==> config.mk <==
export PLATFORM = sky130hd
export DESIGN_NAME = clsf_counters
export DESIGN_NICKNAME = d
export VERILOG_FILES = /design/src/hdl/clsf_pkg.sv /design/src/hdl/clsf_counters.sv
export SDC_FILE = /design/constraint.sdc
export NUM_CORES = 1
export LEC_CHECK = 0
export ABC_AREA = 1
export BUFFER_PORTS_ARGS = -buffer_cell sky130_fd_sc_hd__buf_2
export CAP_MARGIN = 20
export CORE_MARGIN = 4
export CORE_UTILIZATION = 28
export CTS_BUF_LIST = sky130_fd_sc_hd__clkbuf_8
export DETAILED_ROUTE_END_ITERATION = 8
export PLACE_DENSITY = 0.43
export SYNTH_ARGS = -nofsm -noshare
export SYNTH_HDL_FRONTEND = slang
export SYNTH_SLANG_ARGS = --single-unit
==> constraint.sdc <==
create_clock -name clk -period 3.61 [get_ports clk]
set_input_delay 0.5415 -clock clk [delete_from_list [all_inputs] [get_ports clk]]
set_output_delay 0.5415 -clock clk [all_outputs]
set_load 0.03 [all_outputs]
==> src/hdl/clsf_pkg.sv <==
// Shared types and constants for the packet rule classifier.
// Used by every module of the block; depends on nothing else.

package clsf_pkg;

  localparam int RULE_SLOTS_DEF    = 32;
  localparam int COUNTER_SLOTS_DEF = 8;
  // Only the first SCAN_LIMIT rule slots take part in a lookup.
  localparam int SCAN_LIMIT        = 32;
  localparam int CNT_IDX_W         = 3;

  // Event counter numbers.
  localparam int CNT_FRAMES = 0;
  localparam int CNT_TCP    = 1;
  localparam int CNT_UDP    = 2;
  localparam int CNT_DROP   = 3;
  localparam int CNT_PASS   = 4;
  localparam int CNT_USER   = 5;

  typedef enum logic [1:0] {
    ACT_PKT  = 2'd0,
    ACT_RULE = 2'd1,
    ACT_CNT  = 2'd2
  } action_t;

  typedef enum logic [1:0] {
    VERD_DROP = 2'd0,
    VERD_PASS = 2'd1,
    VERD_USER = 2'd2,
    VERD_SKIP = 2'd3
  } verdict_t;

  typedef enum logic [2:0] {
    ST_IDLE,
    ST_DECIDE,
    ST_L4,
    ST_SCAN,
    ST_FINAL,
    ST_CNT_RD,
    ST_EMIT
  } state_t;

  typedef struct packed {
    verdict_t    verdict;
    logic [31:0] address;
    logic [15:0] port;
    logic [7:0]  protocol;
    logic        present;
  } rule_t;

  typedef struct packed {
    logic       en;
    logic [4:0] idx;
    rule_t      entry;
  } rule_wr_t;

  typedef struct packed {
    logic [7:0]  protocol;
    logic [15:0] port;
    logic [31:0] address;
  } scan_key_t;

  typedef struct packed {
    logic     done;
    verdict_t verdict;
  } scan_res_t;

  typedef struct packed {
    logic [6:0]  pos;
    logic [15:0] ethertype;
    logic [7:0]  ver_len;
    logic [7:0]  protocol;
    logic [31:0] daddr;
    logic [15:0] dport;
  } hdr_t;

  typedef struct packed {
    logic                 bump;
    logic                 read;
    logic [CNT_IDX_W-1:0] idx;
  } cnt_req_t;

  typedef struct packed {
    logic     early;
    verdict_t early_verdict;
    logic     l4_bump;
    logic     l4_udp;
  } cls_t;

endpackage

==> src/hdl/clsf_counters.sv <==
// Event counter memory for the packet rule classifier.
// Increments by a read, then an add and write-back in the cycle after; depends on clsf_pkg.

module clsf_counters
  import clsf_pkg::*;
#(
  parameter int COUNTER_SLOTS = COUNTER_SLOTS_DEF
) (
  input  logic        clk,
  input  logic        rst_n,
  input  cnt_req_t    req,
  output logic [63:0] rd_value
);

  localparam int AW = (COUNTER_SLOTS > 1) ? $clog2(COUNTER_SLOTS) : 1;

  logic [63:0]              mem [COUNTER_SLOTS];
  logic [COUNTER_SLOTS-1:0] valid_r;
  logic [63:0]              q_r;
  logic                     q_vld_r;
  logic                     inc_r;
  logic [AW-1:0]            inc_idx_r;
  logic [AW-1:0]            addr;

  assign addr     = req.idx[AW-1:0];
  // A counter never written since reset reads as zero.
  assign rd_value = q_vld_r ? q_r : 64'd0;

  always_ff @(posedge clk) begin
    if (!rst_n) begin
      valid_r <= '0;
      inc_r   <= 1'b0;
      q_vld_r <= 1'b0;
    end else begin
      inc_r <= req.bump;
      if (req.bump || req.read) begin
        q_vld_r <= valid_r[addr];
      end
      if (inc_r) begin
        valid_r[inc_idx_r] <= 1'b1;
      end
    end
  end

  always_ff @(posedge clk) begin
    inc_idx_r <= addr;
    if (req.bump || req.read) begin
      q_r <= mem[addr];
    end
    if (inc_r) begin
      mem[inc_idx_r] <= rd_value + 64'd1;
    end
  end

endmodule

Word-level counts from Yosys, hierarchy flattened
Memories as Yosys holds them, arrays and structs flattened. A register that Yosys moved wholly into a read port is not among the register bits.
Cells that the tools add are included.

cells by class
  add/subtract/negate cells = 1
  magnitude comparators = 3
  multiplexer cells = 7
  bitwise logic cells = 1
  reductions and logical operators = 2

operator list
  cell                     number
  $add A64 B1 Y64 const B  1
  $mux W64                 1
  $lt A3 B4 Y1 const B     2
  $or A8 B8 Y8             1
  $mux W1                  4
  $bmux W1 S3              1
  $demux W1 S3             1
  $ge A3 B1 Y1 const B     1
  $logic_and A1 B1 Y1      1
  $logic_or A1 B1 Y1       1

word-level totals
  register bits = 13
  bits in writable memories = 512
  bits of input ports = 7
  output and inout port bits = 64
  logic and storage cells = 19
  memories kept = 1

memory list
  name  words  bits a word  rd ports  clocked after memory_dff  wr ports  RTL line             source
  mem   8      64           1         1                         1         clsf_counters.sv:17  logic [63:0] mem [COUNTER_SLOTS];

Depth between registers and ports, before layout
  depth after elaboration = 5
  depth in mapped cells = 15
  mapped depth without buffers = 12

Worst setup path after synthesis
Ideal clock, no wire load.

  kind = register to register
  start = register inc_idx_r[1]
  end = memory mem[3][0], enable pin
  setup time = 489 ps
  data arrival time = 3,238 ps
  required time = 3,121 ps
  slack = -117 ps
  cell stages (with the launch flop) = 5
  path buffers = 0
  period minus slack after synthesis = 3,727 ps
  cells stage by stage = dfxtp_1 -> inv_1 -> nor2_1 -> inv_1 -> nor2_1

RTL lines
  item                      RTL line             source
  start: declaration        clsf_counters.sv:22  logic [AW-1:0] inc_idx_r;
  start signal: assignment  clsf_counters.sv:46  inc_idx_r <= addr;
  end: declaration          clsf_counters.sv:17

No word-level cell before the write port.

Worst setup path in the final report
  start = register q_vld_r
  end = output rd_value[56]

on the way
  word-level cells in the longest chain between the ends = 1

RTL lines
  item                      RTL line             source
  start: declaration        clsf_counters.sv:20  logic q_vld_r;
  start signal: assignment  clsf_counters.sv:37  q_vld_r <= valid_r[addr];
  $mux W64                  clsf_counters.sv:27  assign rd_value = q_vld_r ? q_r : 64'd0;
  end: declaration          clsf_counters.sv:12  output logic [63:0] rd_value

Every way passes these cells.

==> run summary <==
* **detailed-routing iteration count for the pre-antenna-repair pass** 5
* **total half-perimeter wirelength after legalization and detailed placement** 49730 um
* **ratio of total power to cell area** 490.3 mW/mm^2
* **hold_sp** req[2]
* **post-placement setup slack** 0.7342 ns
* **delay contributed by the slowest stage of the critical path** 0.64 ns
* **synthesized instance count** 2394
* **number of antenna violations at the first check in global routing** 2
* **Max H-tree Level** 3
* **Core ar.** 0.09001 mm^2
* **synth unique cells** 27
* **kind of capture point of the worst setup path** output pin
* **site row count** 110
* **Clock transition at path regs** 0.06 ns
* **VDD IR max** 0.2062 mV
* **category of cells accounting for the largest share of critical-path delay** buffers and inverters
* **transition time at the pin with the least slew margin** 1.040 ns
* **ranking of synthesized cells by area** sky130_fd_sc_hd__edfxtp_1 (68%), sky130_fd_sc_hd__nor2_1 (7.7%), sky130_fd_sc_hd__nand2_1 (7.1%)
* **fraction of synthesized cell area taken by the top area cell type** 0.6806
* **standard cell area after detailed placement** 0.02731 mm^2
* **maximum fanout count along the critical path** 48
* **Final nets** 2505
* **clock sinks** 589
* **PortBufs** 70
* **setup slack of the worst register-to-register path** 0.71 ns
* **status** finished clean
* **fillcell total** 9163
* **min cycle time layout** 3.025 ns
* **share of the core filled with cells** 0.3232
* **clk root buf** sky130_fd_sc_hd__clkbuf_8
* **sum of routed wire length over all layers** 81750 um
* **Syn-to-layout area delta** 14.48%
* **Final WS setup** 0.5852 ns
* **fraction of final layout cells with drive strength greater than 1** 0.1091
* **kind of launch point of the worst setup path** flop
* **capture instance of the worst register-to-register path** mem[6][26]
* **pin count of the biggest net entering global routing** 113
* **Max Cap Violations** 0
* **die outline height** 309.3 um
* **endpoints failing setup** 0
* **routed vias/inst** 4.751
* **leading register cell type out of synthesis** sky130_fd_sc_hd__edfxtp_1
* **data arrival at the endpoint of the critical path** 2.48 ns
* **hold endpoint** inc_idx_r[2]
* **hold path depth** 1
* **Worst-Skew Late Latency** 0.70 ns
* **cell taking the most area after synthesis** sky130_fd_sc_hd__edfxtp_1
* **number of primary I/O pins** 71
* **total nets after synthesis** 2402
* **slowest CP cell** sky130_fd_sc_hd__dfxtp_4
* **top cells by count, synth** sky130_fd_sc_hd__edfxtp_1 (576), sky130_fd_sc_hd__nor2_1 (524), sky130_fd_sc_hd__nand2_1 (479)
* **total standard cell area after synthesis** 0.02541 mm^2
* **Final ANT Viol Nets** 0
* **Highest Clock Rate** 330.6 MHz
* **Iteration-0 DRC Markers** 1393
* **total count of hold-check failures in the final report** 0
* **post-route fraction of the period consumed by the critical path** 0.8379
* **Final Max Slew Viols** 0
* **sum of buffers and inverters on the critical path** 3
* **count of warnings emitted by yosys** 0
* **final RePlAce weighted congestion** 0.9466
* **RSZ-0062 raised after global routing** false
* **critical path class** reg -> out
* **effective utilization at floorplan** 0.2823
* **FFs w/ async S/R, synth** 0
* **CTS tree** built
* **Post-Synthesis Mean Instance Area** 10.62 um^2
* **P_leak** 10.73 nW
* **GRT Util Overall** 0.1684
* **clk_skew** 0.03385 ns
* **die width** 309.3 um
* **maximum clock insertion buffer count** 3
* **Final Instance Area** 0.02910 mm^2
* **worst path cell trace** buf_12 -> nand2_1 -> inv_1 -> buf_2
* **die area** 0.09565 mm^2
* **count of unresolved DRC violations after routing** 0
* **average wire length per cell after detail routing** 21.79 um
* **most numerous cell in the Yosys netlist** sky130_fd_sc_hd__edfxtp_1
* **global-route wire length before repair** 117400 um
* **total grt overflow** 0
* **proportion of synthesized chip area in sequential cells** 0.6908
* **required time of the critical path** 3.07 ns
* **via count of the first global-routing pass** 17060
* **Sum Neg Setup Slack** 0 ns
* **worst-case headroom to the max-slew limit** 0.2996
* **total clock buffers created by CTS** 101
* **number of flops mapped to enable cells by yosys** 576
* **Register-to-Register Path Depth** 10
* **synthesized flop and latch total** 589
* **Post CTS Setup Buffer Count** 0
* **min-delay worst type** in -> reg
* **Crit Reg-Reg Startpoint** q_vld_r
* **total via count after detailed routing** 17830
cell families after synthesis:
| group | count (synthesis) | synth area share |
|---|---|---|
| simple gates | 1128 | 0.1760 |
| flops | 589 | 0.6908 |
| compound gates | 388 | 0.07966 |
| buf+inv | 259 | 0.04308 |
| xor+xnor | 29 | 0.009994 |
| fa+ha+maj | 1 | 0.0004922 |
layer usage:
metal	global-route usage	vias to the layer above	wire length [um]
li1	-	8396	-
met1	0.2384	8785	37330
met2	0.2697	540	37730
met3	0.02778	105	5053
met4	0.04556	0	1639
met5	0	-	0
layout by cell type, fill, tap and decap left out, types with 29 or more instances in the layout:
cell,Yosys,layout
sky130_fd_sc_hd__a31oi_1,64,64
sky130_fd_sc_hd__a21oi_1,64,64
sky130_fd_sc_hd__edfxtp_1,576,576
sky130_fd_sc_hd__clkinv_1,0,31
sky130_fd_sc_hd__buf_2,28,67
sky130_fd_sc_hd__o21ai_0,247,247
sky130_fd_sc_hd__nor2_1,524,516
sky130_fd_sc_hd__nand3_1,73,73
sky130_fd_sc_hd__xor2_1,29,29
sky130_fd_sc_hd__nand2_1,479,479
sky130_fd_sc_hd__inv_1,147,172
sky130_fd_sc_hd__clkbuf_8,0,104
through the flow:
stage | hold slack (ns) | power, mW | std cells
final | 0.1344 | 14.26 | 3752
after global routing | 0.08965 | 14.88 | 3752
after CTS | 0.07258 | 14.46 | 3751
after detailed placement | 0.4591 | 9.010 | 3569
after global placement | 0.4516 | 9.003 | 3569
after floorplan | 0.4402 | 8.539 | 2394
power by group:
part	leakage, nW	switching (mW)	internal, mW	total, mW
registers	5.48	0.130	7.69	7.82
logic	4.24	0.799	0.241	1.04
clock network	1.02	2.69	2.71	5.40
total	10.7	3.62	10.6	14.3
registers in the layout, indices dropped and copies added (netlist names):
register	flops
mem	512
q_vld_r	1
inc_r	1
valid_r	8
q_r	64
inc_idx_r	3
worst reg2reg max path, stage by stage, from the launching register on:
cell                      delay (ns)
sky130_fd_sc_hd__dfxtp_4        0.64
sky130_fd_sc_hd__nand2_2        0.27
sky130_fd_sc_hd__inv_1          0.11
sky130_fd_sc_hd__ha_1           0.16
sky130_fd_sc_hd__nand2_1        0.10
sky130_fd_sc_hd__nor2_4         0.19
sky130_fd_sc_hd__nand2_2        0.15
sky130_fd_sc_hd__nor2_4         0.22
sky130_fd_sc_hd__inv_2          0.05
sky130_fd_sc_hd__nor2_2         0.30
sky130_fd_sc_hd__xor2_1         0.44
worst max path at each step:
stage,cells after the start,start,end
3_3_place_gp,8,q_vld_r,mem[6][27]
2_1_floorplan,4,inc_idx_r[2],mem[4][0]
5_1_grt,8,q_vld_r,mem[7][27]
6_report,4,q_vld_r,rd_value[56]
3_5_place_dp,8,q_vld_r,mem[6][27]
4_1_cts,4,q_vld_r,rd_value[56]
cell type report:
class | count | area [um^2] | area share
clock buffer | 103 | 1418 | 0.04872
tap | 1176 | 1471 | 0.05057
timing repair buffer | 110 | 892.1 | 0.03066
multi-input combinational | 1546 | 6825 | 0.2346
inverter | 149 | 570.5 | 0.01961
clock inverter | 78 | 355.3 | 0.01221
antenna | 1 | 2.502 | 0.00008601
sequential | 589 | 17560 | 0.6036
what timing repair did:
action,4_1_cts,5_1_grt
hold endpoints to repair,1,0
gates resized for setup,0,0
hold buffers,1,0
Note: power is estimated with default switching activity, not from simulation.
