`src/hdl/clsf_pkg.sv`:
```
// Shared types and constants for the packet rule classifier.
// Used by every module of the block; depends on nothing else.

package clsf_pkg;

  localparam int RULE_SLOTS_DEF    = 32;
  localparam int COUNTER_SLOTS_DEF = 8;
  // Only the first SCAN_LIMIT rule slots take part in a lookup.
  localparam int SCAN_LIMIT        = 32;
  localparam int CNT_IDX_W         = 3;

  // Event counter numbers.
  localparam int CNT_FRAMES = 0;
  localparam int CNT_TCP    = 1;
  localparam int CNT_UDP    = 2;
  localparam int CNT_DROP   = 3;
  localparam int CNT_PASS   = 4;
  localparam int CNT_USER   = 5;

  typedef enum logic [1:0] {
    ACT_PKT  = 2'd0,
    ACT_RULE = 2'd1,
    ACT_CNT  = 2'd2
  } action_t;

  typedef enum logic [1:0] {
    VERD_DROP = 2'd0,
    VERD_PASS = 2'd1,
    VERD_USER = 2'd2,
    VERD_SKIP = 2'd3
  } verdict_t;

  typedef enum logic [2:0] {
    ST_IDLE,
    ST_DECIDE,
    ST_L4,
    ST_SCAN,
    ST_FINAL,
    ST_CNT_RD,
    ST_EMIT
  } state_t;

  typedef struct packed {
    verdict_t    verdict;
    logic [31:0] address;
    logic [15:0] port;
    logic [7:0]  protocol;
    logic        present;
  } rule_t;

  typedef struct packed {
    logic       en;
    logic [4:0] idx;
    rule_t      entry;
  } rule_wr_t;

  typedef struct packed {
    logic [7:0]  protocol;
    logic [15:0] port;
    logic [31:0] address;
  } scan_key_t;

  typedef struct packed {
    logic     done;
    verdict_t verdict;
  } scan_res_t;

  typedef struct packed {
    logic [6:0]  pos;
    logic [15:0] ethertype;
    logic [7:0]  ver_len;
    logic [7:0]  protocol;
    logic [31:0] daddr;
    logic [15:0] dport;
  } hdr_t;

  typedef struct packed {
    logic                 bump;
    logic                 read;
    logic [CNT_IDX_W-1:0] idx;
  } cnt_req_t;

  typedef struct packed {
    logic     early;
    verdict_t early_verdict;
    logic     l4_bump;
    logic     l4_udp;
  } cls_t;

endpackage

```
`src/hdl/clsf_parse.sv`:
```
// Header field capture for the packet rule classifier.
// Tracks the byte position in the frame; depends on clsf_pkg.

module clsf_parse
  import clsf_pkg::*;
(
  input  logic       clk,
  input  logic       rst_n,
  input  logic       byte_en,
  input  logic [7:0] byte_in,
  input  logic       clear,
  output hdr_t       hdr
);

  logic [6:0]  pos_r, pos_nxt;
  logic [15:0] eth_r, eth_nxt;
  logic [7:0]  vl_r, vl_nxt;
  logic [7:0]  proto_r, proto_nxt;
  logic [31:0] daddr_r, daddr_nxt;
  logic [15:0] dport_r, dport_nxt;
  logic [6:0]  l4;

  // Start of the L4 header, in frame bytes.
  assign l4 = 7'd14 + {1'b0, vl_r[3:0], 2'b00};

  always_comb begin
    pos_nxt   = pos_r;
    eth_nxt   = eth_r;
    vl_nxt    = vl_r;
    proto_nxt = proto_r;
    daddr_nxt = daddr_r;
    dport_nxt = dport_r;
    if (clear) begin
      pos_nxt   = '0;
      eth_nxt   = '0;
      vl_nxt    = '0;
      proto_nxt = '0;
      daddr_nxt = '0;
      dport_nxt = '0;
    end else if (byte_en) begin
      case (pos_r)
        7'd12:   eth_nxt[15:8]    = byte_in;
        7'd13:   eth_nxt[7:0]     = byte_in;
        7'd14:   vl_nxt           = byte_in;
        7'd23:   proto_nxt        = byte_in;
        7'd30:   daddr_nxt[31:24] = byte_in;
        7'd31:   daddr_nxt[23:16] = byte_in;
        7'd32:   daddr_nxt[15:8]  = byte_in;
        7'd33:   daddr_nxt[7:0]   = byte_in;
        default: ;
      endcase
      if (pos_r > 7'd14) begin
        if (pos_r == l4 + 7'd2) begin
          dport_nxt[15:8] = byte_in;
        end else if (pos_r == l4 + 7'd3) begin
          dport_nxt[7:0] = byte_in;
        end
      end
      // The position saturates so that long frames never wrap.
      if (pos_r != 7'd127) begin
        pos_nxt = pos_r + 7'd1;
      end
    end
  end

  always_ff @(posedge clk) begin
    if (!rst_n) begin
      pos_r   <= '0;
      eth_r   <= '0;
      vl_r    <= '0;
      proto_r <= '0;
      daddr_r <= '0;
      dport_r <= '0;
    end else begin
      pos_r   <= pos_nxt;
      eth_r   <= eth_nxt;
      vl_r    <= vl_nxt;
      proto_r <= proto_nxt;
      daddr_r <= daddr_nxt;
      dport_r <= dport_nxt;
    end
  end

  assign hdr = '{pos: pos_r, ethertype: eth_r, ver_len: vl_r, protocol: proto_r,
                 daddr: daddr_r, dport: dport_r};

endmodule

```
`config.mk`:
```
export PLATFORM = sky130hd
export DESIGN_NAME = clsf_parse
export DESIGN_NICKNAME = d
export VERILOG_FILES = /design/src/hdl/clsf_pkg.sv /design/src/hdl/clsf_parse.sv
export SDC_FILE = /design/constraint.sdc
export NUM_CORES = 1
export LEC_CHECK = 0
export BUFFER_PORTS_ARGS = -buffer_cell sky130_fd_sc_hd__buf_2
export CORE_UTILIZATION = 50
export CTS_CLUSTER_SIZE = 8
export DETAILED_ROUTE_END_ITERATION = 8
export PLACE_DENSITY_LB_ADDON = 0.12
export SLEW_MARGIN = 20
export SYNTH_ARGS = -nofsm -noshare
export SYNTH_HDL_FRONTEND = slang
export SYNTH_SLANG_ARGS = --single-unit
```
`constraint.sdc`:
```
create_clock -name clk -period 2.2 [get_ports clk]
set_clock_uncertainty 0.1 [all_clocks]
set_input_delay 0.11 -clock clk [delete_from_list [all_inputs] [get_ports clk]]
set_output_delay 0.11 -clock clk [all_outputs]
set_load 0.01 [all_outputs]
```
# --- Yosys cells after proc, flatten, opt, wreduce, memory -nomap -nowiden ---
# Index checks and enable logic that the tools add are counted.
word_totals:
  input_bits: 12
  elab_cells: 41
  register_bits: 87
  out_inout_bits: 87
op_classes:
  order_cmp: 1
  reduce_logical: 12
  n_eq_ne: 11
  bitwise: 2
  add_sub_neg: 4
op_table:
  columns: ["operator", "n"]
  rows:
  - ["equality test 7 x 4 -> 1 bit, second input constant", 3]
  - ["equality test 7 x 5 -> 1 bit, second input constant", 3]
  - ["AND reduction 2 bit", 9]
  - ["adder 7 x 2 -> 7 bit, second input constant", 2]
  - ["equality test 7 x 6 -> 1 bit, second input constant", 2]
  - ["equality test 7 bit", 2]
  - ["adder 4 x 6 -> 7 bit, first input constant", 1]
  - ["adder 7 x 1 -> 7 bit, second input constant", 1]
  - ["> comparator 7 x 4 -> 1 bit, second input constant", 1]
  - ["!= test 7 bit, second input constant", 1]
  - ["AND reduction 4 bit", 1]
  - ["AND reduction 3 bit", 1]
  - ["NOT 1 bit", 2]
  - ["OR reduction 2 bit", 1]

# --- Longest topological paths before layout ---
logic_depth:
  depth_word: 5
  depth_mapped: 7
  depth_no_buf: 6

# --- Worst setup path before layout ---
# No wires, ideal clock.
synth_timing:
  path_kind: "register to register"
  startpoint: "reg pos_r[0]"
  endpoint: "reg dport_r[10]"
  setup_ps: 72
  path_buffers: 1
  slack_ps: 227
  required_time_ps: 2028
  path_stages_with_launch: 8
  arrival_ps: 1801
  cell_sequence: "dfxtp_1 > inv_1 > ha_1 > nand4b_1 > a211oi_2 > and4_1 > buf_4 > mux2i_1"
synth_via:
  elab_chain_len: 2
  elab_cells_between_ends: 3
synth_lines:
  columns: ["item", "line_no", "source"]
  rows:
  - ["from (decl)", "clsf_parse.sv:15", "logic [6:0] pos_r, pos_nxt;"]
  - ["from (signal assigned)", "clsf_parse.sv:75", "pos_r <= pos_nxt;"]
  - ["> comparator 7 x 4 -> 1 bit / equality test 7 bit (equally long branches)", "clsf_parse.sv:52, clsf_parse.sv:53", null]
  - ["AND reduction 3 bit (no source line) *", null, null]
  - ["to (signal assigned)", "clsf_parse.sv:80", "dport_r <= dport_nxt;"]
  - ["to (decl)", "clsf_parse.sv:20", "logic [15:0] dport_r, dport_nxt;"]
# Every way passes the cells marked *; elsewhere a longest branch is shown, timed or not.
# A chain may end at the register's enable or synchronous reset.

# --- Worst setup path after layout ---
layout_timing:
  startpoint: "reg vl_r[0]"
  endpoint: "reg dport_r[12]"
layout_via:
  elab_chain_len: 4
layout_lines:
  columns: ["item", "line_no", "source"]
  rows:
  - ["from (decl)", "clsf_parse.sv:17", "logic [7:0] vl_r, vl_nxt;"]
  - ["from (signal assigned)", "clsf_parse.sv:77", "vl_r <= vl_nxt;"]
  - ["adder 4 x 6 -> 7 bit", "clsf_parse.sv:24", "assign l4 = 7'd14 + {1'b0, vl_r[3:0], 2'b00};"]
  - ["adder 7 x 2 -> 7 bit", "clsf_parse.sv:53", "if (pos_r == l4 + 7'd2) begin"]
  - ["equality test 7 bit", "clsf_parse.sv:53", null]
  - ["AND reduction 3 bit (no source line)", null, null]
# No other way between the ends.

==> flow_summary.toml <==
[die]
core-area_sq_um = 6794
die_w_um = 85.71
die-area_sq_um = 7345
die-height_um = 85.71
start_util_pct = 51.57
io_pins = 99
fp-row-count = 30

[global_routing]
grt-busiest-layer = "met2"
grt_use_met2_pct = 37.02
grt_pass1_wl_mm = 12.81
grt_usage_pct = 22.88
grtUsageMet3_pct = 5.967
first_global_vias = 2552
use_met1_pct = 29.21
grt_max_degree = 26
antenna_found_initial = 0
grt.overflow.total = 0

[timing]
timing.slew.headroom_pct = 64.20
period_needed_ns = 1.996
worstMarginPinSlew_ns = 0.5300
finalMaxSlewViolations = 0
final.setup.tns_ns = 0
hold_ws_ns = 0.03885
finalSetupViolCount = 0
clock.fmax_ghz = 0.5009
hold_viol_final = 0
period_share_pct = 90.74
rsz0062_at_grt = "no"

[logic_synthesis]
yosys_warnings = 0
yosys.cell_types.count = 36
synth_top_area_share_pct = 49.71
synthArstFlopShare_pct = 0
synth_ff_type = "dfxtp_1"
synthTopCellsByArea = "dfxtp_1 50%, mux2i_1 23%, nor2_1 7.4%"
synth-edff-count = 0
synth_seq_cells = 87
avgSynthCellArea_sq_um = 10.04
synth_nets = 367
postSynthCellCount = 349
ys_seq_area_share_pct = 49.71
netlist_area_sq_um = 3503
yosys.area.top_type = "dfxtp_1"

[finish]
drive_gt1_share_pct = 30.47
final_common_cell = "buf_2"
diodes = 0
syn_to_final_growth_pct = 22.61
final_cell_mix = "98 x buf_2, 87 x dfxtp_1, 81 x mux2i_1"
fin_cells = 539
finish.utilization_pct = 63.22
nNetsFinal = 456
design_area_sq_um = 4295
fill_cells = 597

[critical_path]
critical_path.cell_chain = "inv_1 -> ha_1 -> xnor2_1 -> mux2i_2 -> and4_2 -> mux2i_1"
worstReg2RegEnd = "dport_r[12]"
cp.required_ns = 2.38
end_kind = "flop"
cpPeakStageDelay_ns = 0.40
ff2ff_path_depth = 6
cpMaxStageDelayCell = "dfxtp_1"
crit_type = "reg2reg"
critical_path.startpoint_type = "flop"
r2r_slack_ns = 0.20
r2r_start = "vl_r[0]"
cp_data_arrival_time_ns = 2.18
worst-path-max-fanout = 6

[power_and_ir_drop]
swShare_pct = 22.90
p_clk_share_pct = 42.5
power_density_nw_per_um2 = 680.5
ir_drop_mv = 0.4645
p_leak_nw = 2.312
switchingPower_w = 0.0006694
p_int_w = 0.002254
p_comb_share_pct = 3.6
p_seq_share_pct = 53.9

[run]
maxCapViolCount = 0

[clocking]
post_cts_buffers = 0
ctsHoldBuffers = 0
clk_pin_slew_ns = 0.10
cts_max_level = 3
clkLatencyLatePin_ns = 0.35
root_buffer = "clkbuf_8"
cts_tree = "built"
clock-sinks = 87
cts_resized = 0
cts.path.max_buffers = 2
cts_made_buffers = 9

[place]
placed_cell_area_sq_um = 4074
place_hpwl_mm = 5.443
portBuffers = 98
place_inst = 523
gp_congestion = 0.7686

[hold_path]
hp-start = "byte_in[4]"
hold_path_end = "dport_r[4]"
hp-class = "in2reg"
hold_depth = 3

[detailed_routing]
drt-initial-drc-count = 93
via_per_inst = 4.939
via_count = 2662
wirelength_mm = 7.953
avgRoutedWirePerCell_um = 14.76
drc = 0
dr.pass1.iters = 4
detail-route-antenna-nets = 0

[outcome]
status = "complete, no violations"
-- synth_stat cells (2+ instances only) --
master / number
a21oi_1: 2
a31oi_1: 2
and2_1: 2
and3_1: 4
buf_2: 4
clkbuf_1: 22
dfxtp_1: 87
ha_1: 6
inv_1: 7
mux2i_1: 81
nand2_1: 26
nand3_1: 2
nand3_2: 2
nand4_2: 5
nor2_1: 69
nor2b_1: 4
xnor2_1: 3
xor2_1: 3
-- kinds of logic after synthesis --
kind of cell,count (synthesis),share of synthesized area [%]
flops,87,49.71
mux,82,23.54
simple gates,123,17.00
buf+inv,35,4.036
fa+ha+maj,6,2.143
xor+xnor,6,1.500
compound gates,10,2.071
-- routing by layer --
layer | share of wire (%) | vias up | wire length, um
met1 | 46 | 1251 | 3659
li1 | - | 1338 | -
met2 | 47 | 62 | 3766
met4 | 1.3 | 0 | 104
met5 | 0 | - | 0
met3 | 5.3 | 11 | 424
-- worst max-delay path by stage --
| stage | depth (start not counted) | slack [ns] | endpoint | from |
|---|---|---|---|---|
| final | 6 | 0.20 | dport_r[12] | vl_r[0] |
| after global routing | 7 | 0.03 | dport_r[0] | vl_r[0] |
| after detailed placement | 6 | 0.16 | dport_r[12] | vl_r[0] |
| after CTS | 6 | 0.13 | dport_r[12] | vl_r[0] |
| after floorplan | 7 | 0.23 | dport_r[10] | pos_r[0] |
| after global placement | 6 | 0.23 | dport_r[10] | vl_r[0] |
-- power groups by stage --
stage	clock (W)	sequential (W)	combinational, W
finish	0.00124	0.00158	0.000105
global route	0.00133	0.00158	0.000114
CTS	0.00126	0.00158	0.000106
detailed placement	0	0.00161	0.000106
global placement	0	0.00161	0.000106
floorplan	0	0.00161	0.0000615
-- critical path, delay by kind of cell (launching register included) --
| family | cells | cell delay, ns |
|---|---|---|
| xor gates and xnor gates | 1 | 0.20 |
| adders and majority gates | 1 | 0.30 |
| buffers and inverters | 1 | 0.06 |
| DFF | 1 | 0.40 |
| muxes | 2 | 0.49 |
| and+or+nand+nor | 1 | 0.38 |
-- cell type report --
cell class | instances | area [sq um] | share of cell area (%)
inverters | 7 | 26.28 | 0.6117
clock inverters | 6 | 92.59 | 2.156
clock buffers | 10 | 127.6 | 2.971
multi-input cells | 227 | 1624 | 37.81
repair buffers | 106 | 563.0 | 13.11
well taps | 96 | 120.1 | 2.796
flip-flops and latches | 87 | 1742 | 40.55
-- registers in the layout, summed over array words and instances, names as in the netlist --
| signal | cells |
|---|---|
| pos_r | 7 |
| vl_r | 8 |
| proto_r | 8 |
| eth_r | 16 |
| daddr_r | 32 |
| dport_r | 16 |
-- through the flow --
stage | total power, W | worst slack [ns]
2_1_floorplan | 0.001676 | 0.2273
3_3_place_gp | 0.001718 | 0.2346
3_5_place_dp | 0.001718 | 0.1644
4_1_cts | 0.002945 | 0.1302
5_1_grt | 0.003019 | 0.03215
6_report | 0.002923 | 0.2037
Power figures use the tool's default switching activity.
