File: config.mk
export PLATFORM = sky130hd
export DESIGN_NAME = clsf_rules
export DESIGN_NICKNAME = d
export VERILOG_FILES = /design/src/hdl/clsf_pkg.sv /design/src/hdl/clsf_rules.sv
export SDC_FILE = /design/constraint.sdc
export NUM_CORES = 2
export LEC_CHECK = 0
export ABC_AREA = 1
export CAP_MARGIN = 10
export CORE_UTILIZATION = 45
export CTS_CLUSTER_DIAMETER = 120
export DETAILED_ROUTE_END_ITERATION = 8
export DONT_BUFFER_PORTS = 1
export REMOVE_ABC_BUFFERS = 1
export SLEW_MARGIN = 15
export SYNTH_ARGS = -nofsm -noshare
export SYNTH_HDL_FRONTEND = slang
export SYNTH_SLANG_ARGS = --single-unit
File: constraint.sdc
create_clock -name clk -period 14.3 [get_ports clk]
set_clock_uncertainty 0.05 [all_clocks]
set_input_delay 0.715 -clock clk [delete_from_list [all_inputs] [get_ports clk]]
set_output_delay 0.715 -clock clk [all_outputs]
set_load 0.1 [all_outputs]
File: src/hdl/clsf_pkg.sv
// Shared types and constants for the packet rule classifier.
// Used by every module of the block; depends on nothing else.

package clsf_pkg;

  localparam int RULE_SLOTS_DEF    = 32;
  localparam int COUNTER_SLOTS_DEF = 8;
  // Only the first SCAN_LIMIT rule slots take part in a lookup.
  localparam int SCAN_LIMIT        = 32;
  localparam int CNT_IDX_W         = 3;

  // Event counter numbers.
  localparam int CNT_FRAMES = 0;
  localparam int CNT_TCP    = 1;
  localparam int CNT_UDP    = 2;
  localparam int CNT_DROP   = 3;
  localparam int CNT_PASS   = 4;
  localparam int CNT_USER   = 5;

  typedef enum logic [1:0] {
    ACT_PKT  = 2'd0,
    ACT_RULE = 2'd1,
    ACT_CNT  = 2'd2
  } action_t;

  typedef enum logic [1:0] {
    VERD_DROP = 2'd0,
    VERD_PASS = 2'd1,
    VERD_USER = 2'd2,
    VERD_SKIP = 2'd3
  } verdict_t;

  typedef enum logic [2:0] {
    ST_IDLE,
    ST_DECIDE,
    ST_L4,
    ST_SCAN,
    ST_FINAL,
    ST_CNT_RD,
    ST_EMIT
  } state_t;

  typedef struct packed {
    verdict_t    verdict;
    logic [31:0] address;
    logic [15:0] port;
    logic [7:0]  protocol;
    logic        present;
  } rule_t;

  typedef struct packed {
    logic       en;
    logic [4:0] idx;
    rule_t      entry;
  } rule_wr_t;

  typedef struct packed {
    logic [7:0]  protocol;
    logic [15:0] port;
    logic [31:0] address;
  } scan_key_t;

  typedef struct packed {
    logic     done;
    verdict_t verdict;
  } scan_res_t;

  typedef struct packed {
    logic [6:0]  pos;
    logic [15:0] ethertype;
    logic [7:0]  ver_len;
    logic [7:0]  protocol;
    logic [31:0] daddr;
    logic [15:0] dport;
  } hdr_t;

  typedef struct packed {
    logic                 bump;
    logic                 read;
    logic [CNT_IDX_W-1:0] idx;
  } cnt_req_t;

  typedef struct packed {
    logic     early;
    verdict_t early_verdict;
    logic     l4_bump;
    logic     l4_udp;
  } cls_t;

endpackage

File: src/hdl/clsf_rules.sv
// Rule table memory and first-match scan for the packet rule classifier.
// One entry is read and compared per cycle; depends on clsf_pkg.

module clsf_rules
  import clsf_pkg::*;
#(
  parameter int RULE_SLOTS = RULE_SLOTS_DEF
) (
  input  logic      clk,
  input  logic      rst_n,
  input  rule_wr_t  wr,
  input  logic      start,
  input  scan_key_t key,
  output scan_res_t res
);

  localparam int DEPTH = (RULE_SLOTS < SCAN_LIMIT) ? RULE_SLOTS : SCAN_LIMIT;
  localparam int IDX_W = (DEPTH > 1) ? $clog2(DEPTH) : 1;
  localparam int CNT_W = $clog2(DEPTH + 1);
  localparam logic [5:0] DEPTH6 = 6'(DEPTH);
  localparam logic [CNT_W-1:0] LAST_CNT = CNT_W'(DEPTH);

  rule_t             mem [DEPTH];
  logic [DEPTH-1:0]  valid_r;
  rule_t             rd_data_r;
  logic              rd_vld_r;
  logic              busy_r, busy_nxt;
  logic              pend_r, pend_nxt;
  logic [CNT_W-1:0]  cnt_r, cnt_nxt;
  logic              issue;
  logic              hit;
  logic              wr_ok;

  assign wr_ok = wr.en && ({1'b0, wr.idx} < DEPTH6);

  // Entries never written since reset read as not present.
  assign hit = pend_r && rd_vld_r && rd_data_r.present &&
               (rd_data_r.verdict != VERD_SKIP) &&
               (rd_data_r.protocol == 8'd0 || rd_data_r.protocol == key.protocol) &&
               (rd_data_r.port == 16'd0 || rd_data_r.port == key.port) &&
               (rd_data_r.address == 32'd0 || rd_data_r.address == key.address);

  always_comb begin
    busy_nxt = busy_r;
    pend_nxt = 1'b0;
    cnt_nxt  = cnt_r;
    issue    = 1'b0;
    res      = '{done: 1'b0, verdict: VERD_USER};
    if (start) begin
      busy_nxt = 1'b1;
      cnt_nxt  = '0;
    end else if (busy_r) begin
      if (hit) begin
        res      = '{done: 1'b1, verdict: rd_data_r.verdict};
        busy_nxt = 1'b0;
      end else if (cnt_r == LAST_CNT) begin
        res      = '{done: 1'b1, verdict: VERD_USER};
        busy_nxt = 1'b0;
      end else begin
        issue    = 1'b1;
        pend_nxt = 1'b1;
        cnt_nxt  = cnt_r + CNT_W'(1);
      end
    end
  end

  always_ff @(posedge clk) begin
    if (!rst_n) begin
      busy_r  <= 1'b0;
      pend_r  <= 1'b0;
      cnt_r   <= '0;
      valid_r <= '0;
    end else begin
      busy_r <= busy_nxt;
      pend_r <= pend_nxt;
      cnt_r  <= cnt_nxt;
      if (wr_ok) begin
        valid_r[wr.idx[IDX_W-1:0]] <= 1'b1;
      end
    end
  end

  always_ff @(posedge clk) begin
    if (wr_ok) begin
      mem[wr.idx[IDX_W-1:0]] <= wr.entry;
    end
    if (issue) begin
      rd_data_r <= mem[cnt_r[IDX_W-1:0]];
      rd_vld_r  <= valid_r[cnt_r[IDX_W-1:0]];
    end
  end

endmodule

; Yosys cells after proc, flatten, opt, wreduce, memory -nomap -nowiden
; Memory sizes are Yosys's and may differ from the RTL's. A register that Yosys moved wholly into a read port is not among the register bits.
; Index checks and enable logic that the tools add are counted.
; Widths: inputs -> output; s select.
[word_totals]
ff_bits = 41
word_cells = 49
ram_bits = 1888
mem_count = 1
in_bits = 124
[op_classes]
n_eq_ne = 5
n_lt_le_gt_ge = 3
n_reduce_logical = 15
n_addsub = 1
bitwise_logic = 4
muxes = 15
[memory_table]
columns = memory, depth, word_bits, read_ports, rd_ports_with_merged_regs, wr, line
row1 = mem, 32, 59, 1, 1, 1, clsf_rules.sv:23  ; rule_t mem [DEPTH];
[op_table]
columns = cell, n
row1 = $eq 32x32->1, 1
row2 = $logic_not 32->1, 1
row3 = $or 32x32->32, 1
row4 = $eq 16x16->1, 1
row5 = $logic_not 16->1, 1
row6 = $lt 5x6->1 const B, 2
row7 = $mux 3, 4
row8 = $mux 1, 9
row9 = $eq 8x8->1, 1
row10 = $logic_not 8->1, 1
row11 = $logic_and 1x1->1, 7
row12 = $add 6x1->6 const B, 1
row13 = $eq 6x6->1 const B, 1
row14 = $bmux 1 s5, 1
row15 = $demux 1 s5, 1
row16 = $ge 5x1->1 const B, 1
row17 = $logic_or 1x1->1, 3
row18 = $not 1->1, 3
row19 = $reduce_and 3->1, 1
row20 = $ne 2x2->1 const B, 1
row21 = $reduce_or 2->1, 1

; Longest topological paths before layout
[depth]
word_depth = 9
ltp_mapped = 16
depth_no_buf = 15

; Worst setup path before layout
; No wires, ideal clock.
[synth_timing]
path_kind = register -> register
startpoint = register cnt_r[0]
endpoint = register, netlist name rd_data_r[0]
required_time_ns = 13.772
t_arrival_ns = 4.065
slack_ns = 9.707
n_path_buf = 5
stages_incl_launch_ff = 11
cell_sequence = dfxtp_1 -> buf_6 -> buf_8 -> inv_6 -> buf_6 -> buf_4 -> buf_4 -> ha_1 -> nand3_1 -> nand2_1 -> nor2_1
[synth_between]
elab_chain_cells = 5
[synth_lines]
columns = element, line
row1 = "start, declared", clsf_rules.sv:29  ; logic [CNT_W-1:0] cnt_r, cnt_nxt;
row2 = "start signal, assigned", clsf_rules.sv:76  ; cnt_r <= cnt_nxt;
row3 = $eq 6x6->1, clsf_rules.sv:56  ; end else if (cnt_r == LAST_CNT) begin
row4 = $mux 1, clsf_rules.sv:56
row5 = $mux 1, clsf_rules.sv:53  ; if (hit) begin
row6 = $mux 1, clsf_rules.sv:52  ; end else if (busy_r) begin
row7 = $mux 1, clsf_rules.sv:49  ; if (start) begin
row8 = net issue, clsf_rules.sv:30  ; logic issue;
; The timed path passes the listed nets, and every way through them passes these cells.
; A chain may end at the register's enable or synchronous reset.

==> impl_metrics.env <==
export IMPL_status="complete, but fails checks"
export IMPL_violations="design-rule violations"
export IMPL_yosys_area_top_type="edfxtp_1"
export IMPL_ys_seq_area_share_pct=76.30
export IMPL_pwr_share_clk_pct=41.0
export IMPL_syn_inst=5791
export IMPL_crit_arrival_ns=4.13
export IMPL_ys_top_cells_by_count="edfxtp_1 (1948), nor2_1 (1183), o21ai_0 (931), o22ai_1 (374), nand2_1 (346)"
export IMPL_maxSlewViolCount=0
export IMPL_ys_warn_count=0
export IMPL_hold_viol=0
export IMPL_final_nets=5891
export IMPL_slowest_stage="nor4_1"
export IMPL_firstDrtPassIters=7
export IMPL_instances_no_fill=8236
export IMPL_swShare_pct=21.63
export IMPL_worst_hold_startpoint="wr[15]"
export IMPL_holdPathEnd="mem[1][15]"
export IMPL_start_util_pct=45.30
export IMPL_synth_edf_count=1948
export IMPL_place_inst=7813
export IMPL_rsz0062_at_grt="no"
export IMPL_antenna_found_initial=18
export IMPL_p_leak_nw=27.54
export IMPL_hold_class="in2reg"
export IMPL_gp_congestion=0.7933
export IMPL_ir_worst_vdd_mv=0.1209
export IMPL_p_seq_share_pct=54.7
export IMPL_cp_slowest_stage_delay_ns=1.01
export IMPL_h_tree_depth=4
export IMPL_worstRegToRegCells=8
export IMPL_cts_num_sinks=1988
export IMPL_tritoncts="done"
export IMPL_max_freq_ghz=0.2045
export IMPL_io_buffers=0
export IMPL_coreArea_um2=171500
export IMPL_crit_path_frequent_cell="nand2_1"
export IMPL_drc=1
export IMPL_ios=127
export IMPL_synthFlopType="edfxtp_1"
export IMPL_r2r_start="cnt_r[0]"
export IMPL_worstSetupPathType="reg2out"
export IMPL_layout_drive_gt1_share_pct=7.314
export IMPL_synth_area_leaders="edfxtp_1 (75%), o21ai_0 (6.0%), nor2_1 (5.7%), o22ai_1 (3.0%), nand2_1 (1.7%)"
export IMPL_period_needed_ns=4.890
export IMPL_wl_mm=230.0
export IMPL_syn2layout_area_growth_pct=11.47
export IMPL_synth_cell_types=33
export IMPL_final_util_pct=50.49
export IMPL_ys_ff_latch=1988
export IMPL_synthesis_area_um2=77710
export IMPL_dieArea_um2=174400
export IMPL_dp_hpwl_mm=111.5
export IMPL_combPwrFrac_pct=4.2
export IMPL_numCtsBuffers=199
export IMPL_row_count=152
export IMPL_cp_required_ns=13.53
export IMPL_clkTransAtPathRegs_ns=0.06
export IMPL_max_cap_violations=0
export IMPL_setup_viol=0
export IMPL_worstMarginPinSlew_ns=1.187
export IMPL_grt_start_max_net_pins=213
export IMPL_synth_most_common_cell="edfxtp_1"
export IMPL_worstSetupStartpointType="flip-flop"
export IMPL_min_period_over_period_pct=34.20
export IMPL_grt_usage_pct=26.07
export IMPL_clockBufferDepth=3
export IMPL_root_buffer="clkbuf_16"
export IMPL_ys_async_sr_fraction_pct=0
export IMPL_insertion_delay_ns=0.83
export IMPL_path_cells="nor4_1, nand3_1, nand2_1, nand2_1, inv_1, nand2_1, nor3b_2, buf_16"
export IMPL_grt_pass1_wl_mm=329.3
export IMPL_r2r_slack_ns=9.73
export IMPL_synth_area_per_cell_um2=13.42
export IMPL_ant_nets=0
export IMPL_r2r_end="rd_data_r[47]"
export IMPL_p_total_w=0.01189
export IMPL_setup_tns_ns=0
export IMPL_internal_power_w=0.009318
export IMPL_switchingPower_w=0.002572
export IMPL_routed_via_density=5.991
export IMPL_end_kind="output pin"
export IMPL_fp_dieH_um=417.6
export IMPL_power_density_nw_per_um2=137.3
export IMPL_max_slew_margin_pct=20.63
export IMPL_yosysTopAreaCellShare_pct=75.27
export IMPL_dr_total_vias=49338
export IMPL_wire_per_inst_um=27.92
export IMPL_critPathMaxFanout=11
export IMPL_first_iter_violations=6594
export IMPL_overflow=0
export IMPL_min_path_cells=1
export IMPL_die_width_um=417.6
export IMPL_grt_pass1_vias=46263
sequential cells by signal, summed over array words and instances, names as in the netlist:
register	flops
mem	1888
rd_data_r	59
valid_r	32
cnt_r	6
busy_r	1
pend_r	1
rd_vld_r	1
layout make-up:
cell class / instances / area (µm²)
diodes: 6 / 15.01
well taps: 2310 / 2890
fillers: 14491 / 84920
flip-flops and latches: 1988 / 59310
repair buffers: 175 / 1562
inverters: 89 / 380.4
clock buffers: 260 / 5426
multi-input cells: 3312 / 16460
clock inverters: 96 / 573.1
routing by layer:
layer  wire length (µm)  part of all wire, %  track usage, %
met5                 76                0.033               0
met4               6963                  3.0           8.090
met3              18300                  8.0           3.734
met2             109100                   47           41.95
met1              95570                   42           36.78
power groups by stage:
stage                     Combinational, W  Sequential [W]  Clock [W]
after CTS                         0.000498         0.00651    0.00492
after global placement            0.000407         0.00663          0
after global routing              0.000546         0.00651    0.00515
after detailed placement          0.000412         0.00663          0
after floorplan                   0.000282         0.00665          0
final                             0.000502         0.00651    0.00488
worst max-delay path by stage:
stage	startpoint	to	slack, ns	depth (start not counted)
4_1_cts	rd_data_r[17]	res[1]	9.35	7
3_3_place_gp	cnt_r[0]	rd_data_r[55]	9.80	11
2_1_floorplan	cnt_r[0]	rd_data_r[0]	-19.15	5
5_1_grt	rd_data_r[46]	res[1]	9.30	9
6_report	rd_data_r[17]	res[0]	9.41	8
3_5_place_dp	cnt_r[0]	rd_data_r[2]	9.80	8
what timing repair did:
| action | in CTS | in global routing |
|---|---|---|
| hold endpoints to repair | 1891 | 0 |
| hold buffers | 60 | 0 |
| buffers inserted | 0 | 0 |
| gates resized for setup | 0 | 0 |
through the flow:
step / worst slack (ns) / instance area [µm²] / hold slack (ns)
finish: 9.410 / 86620 / 0.1396
detailed placement: 9.795 / 80000 / 0.4022
global placement: 9.802 / 80000 / 0.3953
global route: 9.295 / 86610 / 0.1167
CTS: 9.352 / 86610 / 0.09015
floorplan: -19.15 / 75820 / 0.3848
cell families (layout without fill, tap and decap cells):
| logic type | Yosys count | in the layout | share of synthesized area (%) |
|---|---|---|---|
| AO/OA/AOI/OAI | 1606 | 1606 | 12.05 |
| flip-flops | 1988 | 1988 | 76.30 |
| AND/OR/NAND/NOR | 1667 | 1667 | 8.327 |
| adder cells (fa/ha/maj) | 2 | 2 | 0.03220 |
| buffers and inverters | 491 | 620 | 2.871 |
| other | 0 | 6 | 0 |
| XOR/XNOR | 37 | 37 | 0.4170 |
cell usage in the layout (no fill, tap or decap), drive strengths merged, types with 35 or more instances in the layout:
cell | Yosys | layout
edfxtp | 1948 | 1948
nor2 | 1183 | 1183
o21ai | 982 | 982
o22ai | 374 | 374
nand2 | 346 | 346
clkbuf | 249 | 260
buf | 153 | 120
o221ai | 106 | 106
nand3 | 93 | 93
inv | 88 | 92
clkinv | 1 | 89
o211ai | 56 | 56
dlygate4sd3 | 0 | 55
dfxtp | 40 | 40
a22o | 39 | 39
o311ai | 39 | 39
xnor2 | 35 | 35
worst max-delay path, delay by kind of cell (launching register included):
family        cells  cell delay (ns)
simple gates      6             2.51
flops             1             0.43
buf+inv           2             0.35
Power figures use the tool's default switching activity.
